$ cat config.mk
export PLATFORM = sky130hd
export DESIGN_NAME = symbol_frequency_ranker_flat
export DESIGN_NICKNAME = d
export VERILOG_FILES = /design/src/sv/sfr_pkg.sv /design/src/sv/sfr_cmd_if.sv /design/src/sv/sfr_rank_if.sv /design/src/sv/sfr_table.sv /design/src/sv/symbol_frequency_ranker.sv /design/src/flat_wrapper.sv
export SDC_FILE = /design/constraint.sdc
export NUM_CORES = 2
export LEC_CHECK = 0
export BUFFER_PORTS_ARGS = -buffer_cell sky130_fd_sc_hd__buf_2
export CORE_MARGIN = 5
export CORE_UTILIZATION = 41
export DETAILED_ROUTE_END_ITERATION = 12
export MAX_ROUTING_LAYER = met4
export SETUP_SLACK_MARGIN = 0.3
export SYNTH_ARGS = -nofsm -noshare
export SYNTH_HDL_FRONTEND = slang
export SYNTH_SLANG_ARGS = --single-unit
$ cat constraint.sdc
create_clock -name clk -period 19.7 [get_ports clk]
set_input_delay 0.985 -clock clk [delete_from_list [all_inputs] [get_ports clk]]
set_output_delay 0.985 -clock clk [all_outputs]
set_load 0.02 [all_outputs]
$ cat src/sv/sfr_pkg.sv
`timescale 1ns / 1ps
`default_nettype none

package sfr_pkg;

	localparam int SYM_W = 8;
	localparam int OCC_W = 9;
	localparam int CMD_W = 2;

	typedef enum logic [CMD_W-1:0] {
		CMD_COUNT = 2'd0,
		CMD_TAKE  = 2'd1,
		CMD_CLEAR = 2'd2
	} cmd_t;

	// control strobes from the sequencer to the count table
	typedef struct packed {
		logic rd_en;
		logic wr_en;
		logic clr_all;
	} tbl_ctl_t;

endpackage

`default_nettype wire

$ cat src/sv/sfr_cmd_if.sv
`timescale 1ns / 1ps
`default_nettype none

interface sfr_cmd_if;
	logic                            valid;
	logic                            ready;
	logic [sfr_pkg::CMD_W-1:0]       cmd;
	logic [sfr_pkg::SYM_W-1:0]       symbol;

	modport source (output valid, output cmd, output symbol, input ready);
	modport sink (input valid, input cmd, input symbol, output ready);
endinterface

`default_nettype wire

$ cat src/sv/sfr_rank_if.sv
`timescale 1ns / 1ps
`default_nettype none

interface sfr_rank_if;
	logic                            valid;
	logic                            ready;
	logic [sfr_pkg::SYM_W-1:0]       ranked_symbol;
	logic [sfr_pkg::OCC_W-1:0]       occurrences;
	logic                            found;
	logic                            last;

	modport source (output valid, output ranked_symbol, output occurrences,
		output found, output last, input ready);
	modport sink (input valid, input ranked_symbol, input occurrences,
		input found, input last, output ready);
endinterface

`default_nettype wire

$ cat src/sv/sfr_table.sv
`timescale 1ns / 1ps
`default_nettype none

module sfr_table #(
	parameter int DEPTH = 256,
	parameter int CNT_W = 9,
	parameter int IDX_W = 8
) (
	input  wire logic                 clk,
	input  wire logic                 arst_n,
	input  wire sfr_pkg::tbl_ctl_t    ctl,
	input  wire logic [IDX_W-1:0]     rd_addr,
	input  wire logic [IDX_W-1:0]     wr_addr,
	input  wire logic [CNT_W-1:0]     wr_data,
	output logic [CNT_W-1:0]          rd_data
);

	logic [CNT_W-1:0] mem [DEPTH];
	logic [DEPTH-1:0] vld_q;
	logic [CNT_W-1:0] mem_rd_q;
	logic             vld_rd_q;

	// entry valid bits stand in for a clear of the whole array
	always_ff @(posedge clk or negedge arst_n) begin
		if (!arst_n) begin
			vld_q <= '0;
		end else if (ctl.clr_all) begin
			vld_q <= '0;
		end else if (ctl.wr_en) begin
			vld_q[wr_addr] <= 1'b1;
		end
	end

	always_ff @(posedge clk) begin
		if (ctl.wr_en) begin
			mem[wr_addr] <= wr_data;
		end
		if (ctl.rd_en) begin
			mem_rd_q <= mem[rd_addr];
			vld_rd_q <= vld_q[rd_addr];
		end
	end

	assign rd_data = vld_rd_q ? mem_rd_q : '0;

endmodule

`default_nettype wire

$ cat src/sv/symbol_frequency_ranker.sv
`timescale 1ns / 1ps
`default_nettype none

// Byte histogram with ranked read-out. Counters live in a single-port-read
// table of ALPHABET_SIZE entries with per-entry valid bits, so reset and a
// clear transaction empty the whole table together. A count transaction
// reads the table, then does a saturating write-back; a count of a symbol
// outside the alphabet, clear and the unused command need no write-back. A
// take transaction scans the whole table through its one read port, and it
// also waits for any previous result to be taken. Only take produces a
// result; it is held in an output register.
module symbol_frequency_ranker #(
	parameter int ALPHABET_SIZE = 256,
	parameter int COUNT_MAX     = 256
) (
	input  wire logic        clk,
	input  wire logic        arst_n,
	sfr_cmd_if.sink          cmd_ch,
	sfr_rank_if.source       rank_ch
);

	localparam int IDX_W = (ALPHABET_SIZE > 1) ? $clog2(ALPHABET_SIZE) : 1;
	localparam int CNT_W = $clog2(COUNT_MAX + 1);
	localparam logic [IDX_W-1:0] LAST_IDX = IDX_W'(ALPHABET_SIZE - 1);
	localparam logic [CNT_W-1:0] CNT_MAX  = CNT_W'(COUNT_MAX);

	typedef enum logic [2:0] {
		ST_IDLE,
		ST_CNT_WR,
		ST_SCAN,
		ST_SCAN_END,
		ST_FIN
	} state_t;

	state_t                     state_q;
	logic [IDX_W-1:0]           addr_q;
	logic [IDX_W-1:0]           idx_s1;
	logic                       vld_s1;
	logic [IDX_W-1:0]           best_idx_q;
	logic [CNT_W-1:0]           best_cnt_q;
	logic [1:0]                 nz_q;
	logic                       out_valid_q;
	logic [sfr_pkg::SYM_W-1:0]  out_sym_q;
	logic [sfr_pkg::OCC_W-1:0]  out_occ_q;
	logic                       out_found_q;
	logic                       out_last_q;

	sfr_pkg::tbl_ctl_t          tbl_ctl;
	logic [IDX_W-1:0]           tbl_rd_addr;
	logic [IDX_W-1:0]           tbl_wr_addr;
	logic [CNT_W-1:0]           tbl_wr_data;
	logic [CNT_W-1:0]           tbl_rd_data;

	logic                       accept;
	logic                       sym_in_range;
	logic                       out_free;
	logic                       best_found;

	assign cmd_ch.ready  = (state_q == ST_IDLE);
	assign accept        = cmd_ch.valid && cmd_ch.ready;
	assign sym_in_range  = ({1'b0, cmd_ch.symbol} < 9'(ALPHABET_SIZE));
	assign out_free      = !out_valid_q || rank_ch.ready;
	assign best_found    = (best_cnt_q != '0);

	always_comb begin
		tbl_ctl     = '0;
		tbl_rd_addr = addr_q;
		tbl_wr_addr = addr_q;
		tbl_wr_data = '0;
		case (state_q)
			ST_IDLE: begin
				tbl_rd_addr = cmd_ch.symbol[IDX_W-1:0];
				if (accept) begin
					tbl_ctl.rd_en   = (cmd_ch.cmd == sfr_pkg::CMD_COUNT) && sym_in_range;
					tbl_ctl.clr_all = (cmd_ch.cmd == sfr_pkg::CMD_CLEAR);
				end
			end
			ST_CNT_WR: begin
				tbl_ctl.wr_en = 1'b1;
				tbl_wr_data   = (tbl_rd_data == CNT_MAX) ? tbl_rd_data
					: tbl_rd_data + CNT_W'(1);
			end
			ST_SCAN: begin
				tbl_ctl.rd_en = 1'b1;
			end
			ST_FIN: begin
				// zero the picked counter once its result is registered
				tbl_wr_addr   = best_idx_q;
				tbl_ctl.wr_en = out_free && best_found;
			end
			default: begin
			end
		endcase
	end

	sfr_table #(
		.DEPTH (ALPHABET_SIZE),
		.CNT_W (CNT_W),
		.IDX_W (IDX_W)
	) u_table (
		.clk     (clk),
		.arst_n  (arst_n),
		.ctl     (tbl_ctl),
		.rd_addr (tbl_rd_addr),
		.wr_addr (tbl_wr_addr),
		.wr_data (tbl_wr_data),
		.rd_data (tbl_rd_data)
	);

	always_ff @(posedge clk or negedge arst_n) begin
		if (!arst_n) begin
			state_q     <= ST_IDLE;
			addr_q      <= '0;
			idx_s1      <= '0;
			vld_s1      <= 1'b0;
			best_idx_q  <= '0;
			best_cnt_q  <= '0;
			nz_q        <= 2'd0;
			out_valid_q <= 1'b0;
			out_sym_q   <= '0;
			out_occ_q   <= '0;
			out_found_q <= 1'b0;
			out_last_q  <= 1'b0;
		end else begin
			if (state_q == ST_FIN && out_free) begin
				out_valid_q <= 1'b1;
			end else if (rank_ch.ready) begin
				out_valid_q <= 1'b0;
			end
			// compare stage, entries arrive in ascending order so ties keep the smaller
			if (vld_s1) begin
				if (tbl_rd_data > best_cnt_q) begin
					best_cnt_q <= tbl_rd_data;
					best_idx_q <= idx_s1;
				end
				if (tbl_rd_data != '0 && nz_q != 2'd2) begin
					nz_q <= nz_q + 2'd1;
				end
			end
			case (state_q)
				ST_IDLE: begin
					if (accept && cmd_ch.cmd == sfr_pkg::CMD_TAKE) begin
						addr_q     <= '0;
						best_cnt_q <= '0;
						best_idx_q <= '0;
						nz_q       <= 2'd0;
						state_q    <= ST_SCAN;
					end else begin
						addr_q <= cmd_ch.symbol[IDX_W-1:0];
						if (accept && cmd_ch.cmd == sfr_pkg::CMD_COUNT && sym_in_range) begin
							state_q <= ST_CNT_WR;
						end
					end
				end
				ST_CNT_WR: begin
					state_q <= ST_IDLE;
				end
				ST_SCAN: begin
					idx_s1 <= addr_q;
					vld_s1 <= 1'b1;
					addr_q <= addr_q + IDX_W'(1);
					if (addr_q == LAST_IDX) begin
						state_q <= ST_SCAN_END;
					end
				end
				ST_SCAN_END: begin
					vld_s1  <= 1'b0;
					state_q <= ST_FIN;
				end
				ST_FIN: begin
					if (out_free) begin
						out_found_q <= best_found;
						out_sym_q   <= sfr_pkg::SYM_W'(best_idx_q);
						out_occ_q   <= sfr_pkg::OCC_W'(best_cnt_q);
						out_last_q  <= best_found && (nz_q == 2'd1);
						state_q     <= ST_IDLE;
					end
				end
				default: begin
					state_q <= ST_IDLE;
				end
			endcase
		end
	end

	assign rank_ch.valid         = out_valid_q;
	assign rank_ch.ranked_symbol = out_sym_q;
	assign rank_ch.occurrences   = out_occ_q;
	assign rank_ch.found         = out_found_q;
	assign rank_ch.last          = out_last_q;

	a_empty_take_zero: assert property (@(posedge clk) disable iff (!arst_n)
		out_valid_q && !out_found_q |-> out_occ_q == '0 && out_sym_q == '0 && !out_last_q)
		else $error("empty take result carries nonzero fields");

	a_write_states: assert property (@(posedge clk) disable iff (!arst_n)
		tbl_ctl.wr_en |-> state_q == ST_CNT_WR || state_q == ST_FIN)
		else $error("table written outside write-back or finish");

	a_write_bound: assert property (@(posedge clk) disable iff (!arst_n)
		tbl_ctl.wr_en |-> tbl_wr_data <= CNT_MAX)
		else $error("counter written beyond its maximum");

	a_scan_end_order: assert property (@(posedge clk) disable iff (!arst_n)
		state_q == ST_SCAN_END |-> $past(state_q) == ST_SCAN && $past(addr_q) == LAST_IDX)
		else $error("scan ended before the last entry");

	a_result_held: assert property (@(posedge clk) disable iff (!arst_n)
		out_valid_q && !rank_ch.ready |=> out_valid_q && $stable(out_sym_q)
			&& $stable(out_occ_q))
		else $error("pending result overwritten");

endmodule

`default_nettype wire

$ cat src/flat_wrapper.sv
// flat-port wrapper written by rule: the top's interface ports become plain ports
module symbol_frequency_ranker_flat 
#(
	parameter int ALPHABET_SIZE = 256,
	parameter int COUNT_MAX     = 256
)
  (clk, arst_n, cmd_ch_valid, cmd_ch_cmd, cmd_ch_symbol, cmd_ch_ready, rank_ch_valid, rank_ch_ranked_symbol, rank_ch_occurrences, rank_ch_found, rank_ch_last, rank_ch_ready);
  sfr_cmd_if cmd_ch_i ();
  sfr_rank_if rank_ch_i ();
  input  wire logic clk;
  input  wire logic arst_n;
  input wire logic [$bits(cmd_ch_i.valid)-1:0] cmd_ch_valid;
  input wire logic [$bits(cmd_ch_i.cmd)-1:0] cmd_ch_cmd;
  input wire logic [$bits(cmd_ch_i.symbol)-1:0] cmd_ch_symbol;
  output wire logic [$bits(cmd_ch_i.ready)-1:0] cmd_ch_ready;
  output wire logic [$bits(rank_ch_i.valid)-1:0] rank_ch_valid;
  output wire logic [$bits(rank_ch_i.ranked_symbol)-1:0] rank_ch_ranked_symbol;
  output wire logic [$bits(rank_ch_i.occurrences)-1:0] rank_ch_occurrences;
  output wire logic [$bits(rank_ch_i.found)-1:0] rank_ch_found;
  output wire logic [$bits(rank_ch_i.last)-1:0] rank_ch_last;
  input wire logic [$bits(rank_ch_i.ready)-1:0] rank_ch_ready;
  assign cmd_ch_i.valid = cmd_ch_valid;
  assign cmd_ch_i.cmd = cmd_ch_cmd;
  assign cmd_ch_i.symbol = cmd_ch_symbol;
  assign cmd_ch_ready = cmd_ch_i.ready;
  assign rank_ch_valid = rank_ch_i.valid;
  assign rank_ch_ranked_symbol = rank_ch_i.ranked_symbol;
  assign rank_ch_occurrences = rank_ch_i.occurrences;
  assign rank_ch_found = rank_ch_i.found;
  assign rank_ch_last = rank_ch_i.last;
  assign rank_ch_i.ready = rank_ch_ready;
  symbol_frequency_ranker #(.ALPHABET_SIZE(ALPHABET_SIZE), .COUNT_MAX(COUNT_MAX)) u_core (.clk(clk), .arst_n(arst_n), .cmd_ch(cmd_ch_i), .rank_ch(rank_ch_i));
endmodule
; Word-level counts from Yosys, hierarchy flattened
; Memories as Yosys holds them, arrays and structs flattened. A register that Yosys moved wholly into a read port is not among the register bits.
; Index checks and enable logic that the tools add are counted.
[word_totals]
register_bits = 316
mem_bits_rw = 2304
in_bits = 14
output_inout_bits = 21
word_cells = 96
mem_count = 1
[mem_list]
columns = name, words, word_bits, read_ports, rd_ports_with_merged_regs, wr, line_no
row1 = u_core.u_table.mem, 256, 9, 1, 1, 1, sfr_table.sv:18  ; logic [CNT_W-1:0] mem [DEPTH];
[op_classes]
add_sub_neg = 3
n_lt_le_gt_ge = 4
n_eq_ne = 13
mux = 40
bitwise = 1
reduce_logical = 20
[op_table]
columns = op, n
row1 = 256-bit 2-to-1 mux, 2
row2 = 256-bit bitwise OR, 1
row3 = 9-bit 2-to-1 mux, 7
row4 = 8-bit 2-to-1 mux, 7
row5 = 8-bit by 9-bit less-than comparator with 1-bit output (second input constant), 2
row6 = 9-bit nonzero test, 2
row7 = 8-bit one-hot mux with 2 select lines, 1
row8 = 3-bit 2-to-1 mux, 4
row9 = 3-bit one-hot mux with 4 select lines, 1
row10 = 9-bit by 1-bit adder with 9-bit output (second input constant), 1
row11 = 9-bit equality test (second input constant), 1
row12 = 9-bit > comparator, 1
row13 = 1-bit 2-to-1 mux, 9
row14 = 8-bit by 1-bit adder with 8-bit output (second input constant), 1
row15 = 1-bit binary-select mux with 8-bit select, 1
row16 = 1-bit demux with 8-bit select, 1
row17 = 8-bit equality test (second input constant), 1
row18 = 8-bit by 1-bit >= comparator with 1-bit output (second input constant), 1
row19 = 1-bit logical AND, 8
row20 = 2-bit 2-to-1 mux, 4
row21 = 2-bit nonzero test, 4
row22 = 3-bit by 2-bit equality test with 1-bit output (second input constant), 2
row23 = 1-bit one-hot mux with 2 select lines, 3
row24 = 2-bit by 1-bit equality test with 1-bit output (second input constant), 2
row25 = other kinds (13), 14

; Logic depth before layout (Yosys ltp)
[logic_depth]
depth_word = 9
depth_mapped = 15
ltp_nobuf = 10

; Modules after synthesis
; Synthesis repeated with hierarchy kept, for this count alone.
[unflattened]
cells_unflattened = 5480
hier_area_um2 = 103575.6
[by_module_without_submodules]
columns = mod, instances, cells_per_inst, area_per_inst_um2, seq_area_each_um2
row1 = sfr_table, 1, 5142, 100302.4, 75892.8
row2 = symbol_frequency_ranker, 1, 338, 3273.1, 1476.4

; Worst setup path before layout
; No wires, ideal clock.
[synth_timing]
kind = flip-flop to flip-flop
start = register u_core.u_table.mem_rd_q[4], read port of u_core.u_table.mem
end = memory u_core.u_table.mem[0][0], data pin
setup_ns = 2.242
t_arrival_ns = 11.758
required_ns = 17.458
path_slack_ns = 5.700
stages_incl_launch_ff = 5
n_path_buf = 0
period_less_slack_ns = 14.000
path_cell_list = edfxtp_1 > or4_1 > o31ai_1 > nand3_1 > a211oi_1
[synth_between]
elab_chain_len = 4
[synth_lines]
columns = item, line_no
row1 = from (decl), sfr_table.sv:20  ; logic [CNT_W-1:0] mem_rd_q;
row2 = 9-bit 2-to-1 mux, sfr_table.sv:44  ; assign rd_data = vld_rd_q ? mem_rd_q : '0;
row3 = 9-bit equality test, symbol_frequency_ranker.sv:80  ; tbl_wr_data = (tbl_rd_data == CNT_MAX) ? tbl_rd_data
row4 = 9-bit 2-to-1 mux, symbol_frequency_ranker.sv:80
row5 = 9-bit 2-to-1 mux, symbol_frequency_ranker.sv:70  ; case (state_q)
row6 = via u_core.tbl_wr_data[0], symbol_frequency_ranker.sv:51  ; logic [CNT_W-1:0] tbl_wr_data;
row7 = to (decl), sfr_table.sv:18
; The timed path passes the listed nets, and every way through them passes these cells.

; Final worst setup path
[layout_timing]
start = register u_core.state_q[1]
end = register u_core.u_table.mem_rd_q[2], read port of u_core.u_table.mem, data pin
[layout_between]
elab_chain_len = 4
word_cells_on_any_way = 6
cone_classes = eq/ne (1) / mux (3) / reduce/logical (2)
[layout_lines]
columns = item, line_no
row1 = from (decl), symbol_frequency_ranker.sv:35  ; state_t state_q;
row2 = from (signal assigned), symbol_frequency_ranker.sv:112  ; state_q <= ST_IDLE;
row3 = from (signal assigned), symbol_frequency_ranker.sv:147  ; state_q <= ST_SCAN;
row4 = from (signal assigned), symbol_frequency_ranker.sv:151  ; state_q <= ST_CNT_WR;
row5 = 3-bit logical NOT, "symbol_frequency_ranker.sv:59, symbol_frequency_ranker.sv:70"
row6 = 1-bit logical AND, symbol_frequency_ranker.sv:60  ; assign accept = cmd_ch.valid && cmd_ch.ready;
row7 = 1-bit 2-to-1 mux, symbol_frequency_ranker.sv:73  ; if (accept) begin
row8 = 1-bit one-hot mux with 2 select lines, symbol_frequency_ranker.sv:70
; Several ways; a longest one is shown, not always the timed one.
; A chain may end at the register's enable or synchronous reset.

==> impl_metrics.csv <==
group,metric,value,unit
synthesis,ys_seq_area_share,73.5,%
clock_tree,cts_setup_buffers,0,
floorplan,coreArea,256000,µm²
timing,skew,0.0584,ns
critical_path,cp.arrival,7.31,ns
synthesis,netlist.top_cell.by_area,"edfxtp_1",
timing,setup_violations,0,
floorplan,rows,186,
floorplan,start_util,41.1,%
timing,fin_ws,13.03,ns
synthesis,ys_warn_count,0,
status,violations,"capacitance limit, slew limit",
place,gp_congestion,0.933,
grt,grt_max_degree,197,
power_and_ir_drop,leakagePower,40.6,nW
timing,drv_slew,5,
clock_tree,clockBufferDepth,4,
timing,fin_setup_tns,0,ns
clock_tree,ctsHoldBuffers,1,
timing,finalCriticalPeriod,6.67,ns
critical_path,startpoint,"u_core.state_q[1]",
clock_tree,cts_tree,"yes",
synthesis,synth_edf_count,2314,
critical_path,r2r-start,"u_core.state_q[1]",
timing,tightestPinTransition,1.52,ns
critical_path,r2r_cells,13,
clock_tree,clock_latency,0.94,ns
clock_tree,cts_resized,0,
critical_path,required,20.35,ns
place,portBuffers,34,
synthesis,async_reset_ff_share,12.0,%
critical_path,cp-end-kind,"flip-flop",
flow_run,max-cap-violations,1,
drt,routed_via_density,6.04,
clock_tree,cts_buffers,284,
place,dpl_worst_slack,12.89,ns
floorplan,fp.dieH,517,µm
synthesis,synthesis.nets,7716,
critical_path,timing.rr.end,"u_core.u_table.mem_rd_q[2]",
grt,antenna_found_initial,28,
floorplan,die_x,517,µm
drt,drt_iter0_markers,9504,
timing,fmax,150,MHz
status,status,"complete, but fails checks",
critical_path,startpoint_type,"flip-flop",
grt,overflow,0,
synthesis,synth_area_per_cell,13.7,µm²
final_layout,utilization,46.2,%
timing,hold_violations,0,
hold_path,min_path_type,"in -> reg",
drt,dr.pass1.iters,6,
synthesis,synth_cells,7690,
hold_path,hold_end,"u_core.addr_q[1]",
drt,wl,341,mm
timing,finalCritPeriodShare,33.8,%
synthesis,synth_area_leaders,"edfxtp_1, dfrtp_1, nand2_1",
clock_tree,cts_sinks,2629,
final_layout,area_growth,12.4,%
clock_tree,clkTransAtPathRegs,0.06,ns
place,dp_hpwl,202,mm
final_layout,fin_nets,7719,
power_and_ir_drop,ir_drop,0.134,mV
timing,rsz0062_at_grt,"false",
hold_path,hold_depth,3,
power_and_ir_drop,powerDensity,152,nW/µm²
critical_path,crit_fanout,90,
floorplan,design.die.area,267000,µm²
drt,via_count,68300,
final_layout,final_cell_area,118000,µm²
grt,grt_util_all_layers,25.8,%
grt,grt_pass1_wl,485,mm
hold_path,hold_path.startpoint,"cmd_ch_symbol[1]",
drt,drtAntennaViolNets,0,
timing,hold_slack,0.359,ns
clock_tree,htreeDepth,5,
drt,wl_per_cell,30.1,µm
critical_path,path_class,"reg -> reg",
final_layout,drive_above_1_share,9.55,%
synthesis,synth_cell_types,84,
synthesis,yosys.area.top_type_share,66.0,%
timing,relSlewSlack,-2.62,%
synthesis,synth_ff_type,"edfxtp_1",
clock_tree,cts-root-buf,"clkbuf_16",
synthesis,netlist_area,105000,µm²
drt,drc,0,
grt,first_global_vias,65600,
synthesis,synth_seq_cells,2629,
critical_path,rrSetupSlack,13.03,ns
floorplan,io_pins,35,
place,placed_area,109000,µm²
## area by class of cell
type / count / area [µm²]
clock inverters: 91 / 852
multi-input cells: 4520 / 25700
well taps: 3384 / 4230
repair buffers: 233 / 1820
diodes: 28 / 70.1
flip-flops and latches: 2629 / 77400
fillers: 22200 / 138000
inverters: 25 / 93.8
clock buffers: 401 / 8150
## sequential cells by signal, summed over array words and instances, names as in the netlist
register,count
u_core.best_idx_q,8
u_core.state_q,3
u_core.addr_q,8
u_core.rank_ch.last,1
u_core.rank_ch.found,1
u_core.u_table.mem,2304
u_core.idx_s1,8
u_core.rank_ch.ranked_symbol,8
u_core.u_table.vld_rd_q,1
u_core.u_table.vld_q,256
u_core.u_table.mem_rd_q,9
u_core.rank_ch.occurrences,9
u_core.rank_ch.valid,1
u_core.nz_q,2
u_core.vld_s1,1
u_core.best_cnt_q,9
## cells by family (layout without fill, tap and decap cells)
group / count (synthesis) / count (layout) / synth area share [%]
and+or+nand+nor: 3094 / 3094 / 12.8
DFF: 2629 / 2629 / 73.5
AOI/OAI and AO/OA: 1055 / 1055 / 7.21
buffers and inverters: 541 / 750 / 2.38
muxes: 350 / 350 / 3.96
adders and majority gates: 12 / 12 / 0.143
xor gates and xnor gates: 9 / 9 / 0.0749
other: 0 / 28 / 0
## layout by cell type (no fill, tap or decap), drive strengths merged, types with 24 or more instances in the layout
master / instances
a211oi: 85
a21oi: 51
a311oi: 24
a31oi: 196
a32oi: 90
a41oi: 29
and3: 102
buf: 232
clkbuf: 401
clkinv: 66
dfrtp: 315
diode: 28
edfxtp: 2314
inv: 29
mux2i: 283
mux4: 50
nand2: 1749
nand3: 612
nand4: 177
nor2: 344
o21a: 258
o21ai: 108
o22ai: 67
## power by group
| part | switching (mW) | total [mW] | internal (mW) |
|---|---|---|---|
| Sequential | 0.165 | 6.58 | 6.41 |
| Clock | 2.14 | 5.22 | 3.08 |
| Combinational | 4.59 | 6.15 | 1.56 |
| Total | 6.90 | 18.0 | 11.1 |
## metrics by stage
| stage | std cells | total power, mW |
|---|---|---|
| finish | 11300 | 18.0 |
| global route | 11300 | 18.5 |
| CTS | 11300 | 17.9 |
| detailed placement | 10800 | 12.7 |
| global placement | 10800 | 12.6 |
| floorplan | 7690 | 10.3 |
## synth_stat cells, types with 17 or more instances
library cell,n
buf_4,34
nand4_1,177
edfxtp_1,2314
mux2_2,17
nand2_1,1747
o2111ai_1,23
mux4_2,50
a21oi_1,51
a31oi_1,196
inv_1,24
a32oi_1,90
and3_1,102
o21ai_0,107
nor2_1,342
a41oi_1,29
dfrtp_1,315
o21a_1,258
nand3_1,612
mux2i_1,281
o22ai_1,67
buf_2,227
a211oi_1,85
buf_1,28
clkbuf_1,219
a311oi_1,24
## per-layer routing
layer	vias up	global-route usage (%)	wire, µm
met1	34800	33.8	132000
met4	0	12.6	18800
li1	28900	-	-
met2	3908	38.1	153000
met3	725	5.97	36900
met5	-	-	0
## critical path, stage by stage, from the launching register on
cell and delay, ns:
dfrtp_1 0.71, or4b_1 0.64, buf_4 0.18, nand2_8 0.42, buf_12 0.49, buf_4 0.70, buf_4 0.72, buf_4 0.79
mux2i_1 0.29, o22ai_1 0.10, o21ai_0 0.59, nand4_1 0.16, nor4_1 0.20, o211ai_1 0.13
## how the worst max path moves through the flow
| stage | end | slack [ns] | depth (start not counted) |
|---|---|---|---|
| finish | u_core.u_table.mem_rd_q[2] | 13.03 | 13 |
| global route | u_core.u_table.mem_rd_q[2] | 12.91 | 13 |
| CTS | u_core.u_table.mem_rd_q[4] | 13.15 | 12 |
| detailed placement | u_core.u_table.mem_rd_q[4] | 12.89 | 13 |
| global placement | u_core.u_table.mem_rd_q[4] | 12.78 | 10 |
| floorplan | u_core.u_table.mem[0][0] | 5.70 | 4 |
Power figures use the tool's default switching activity.
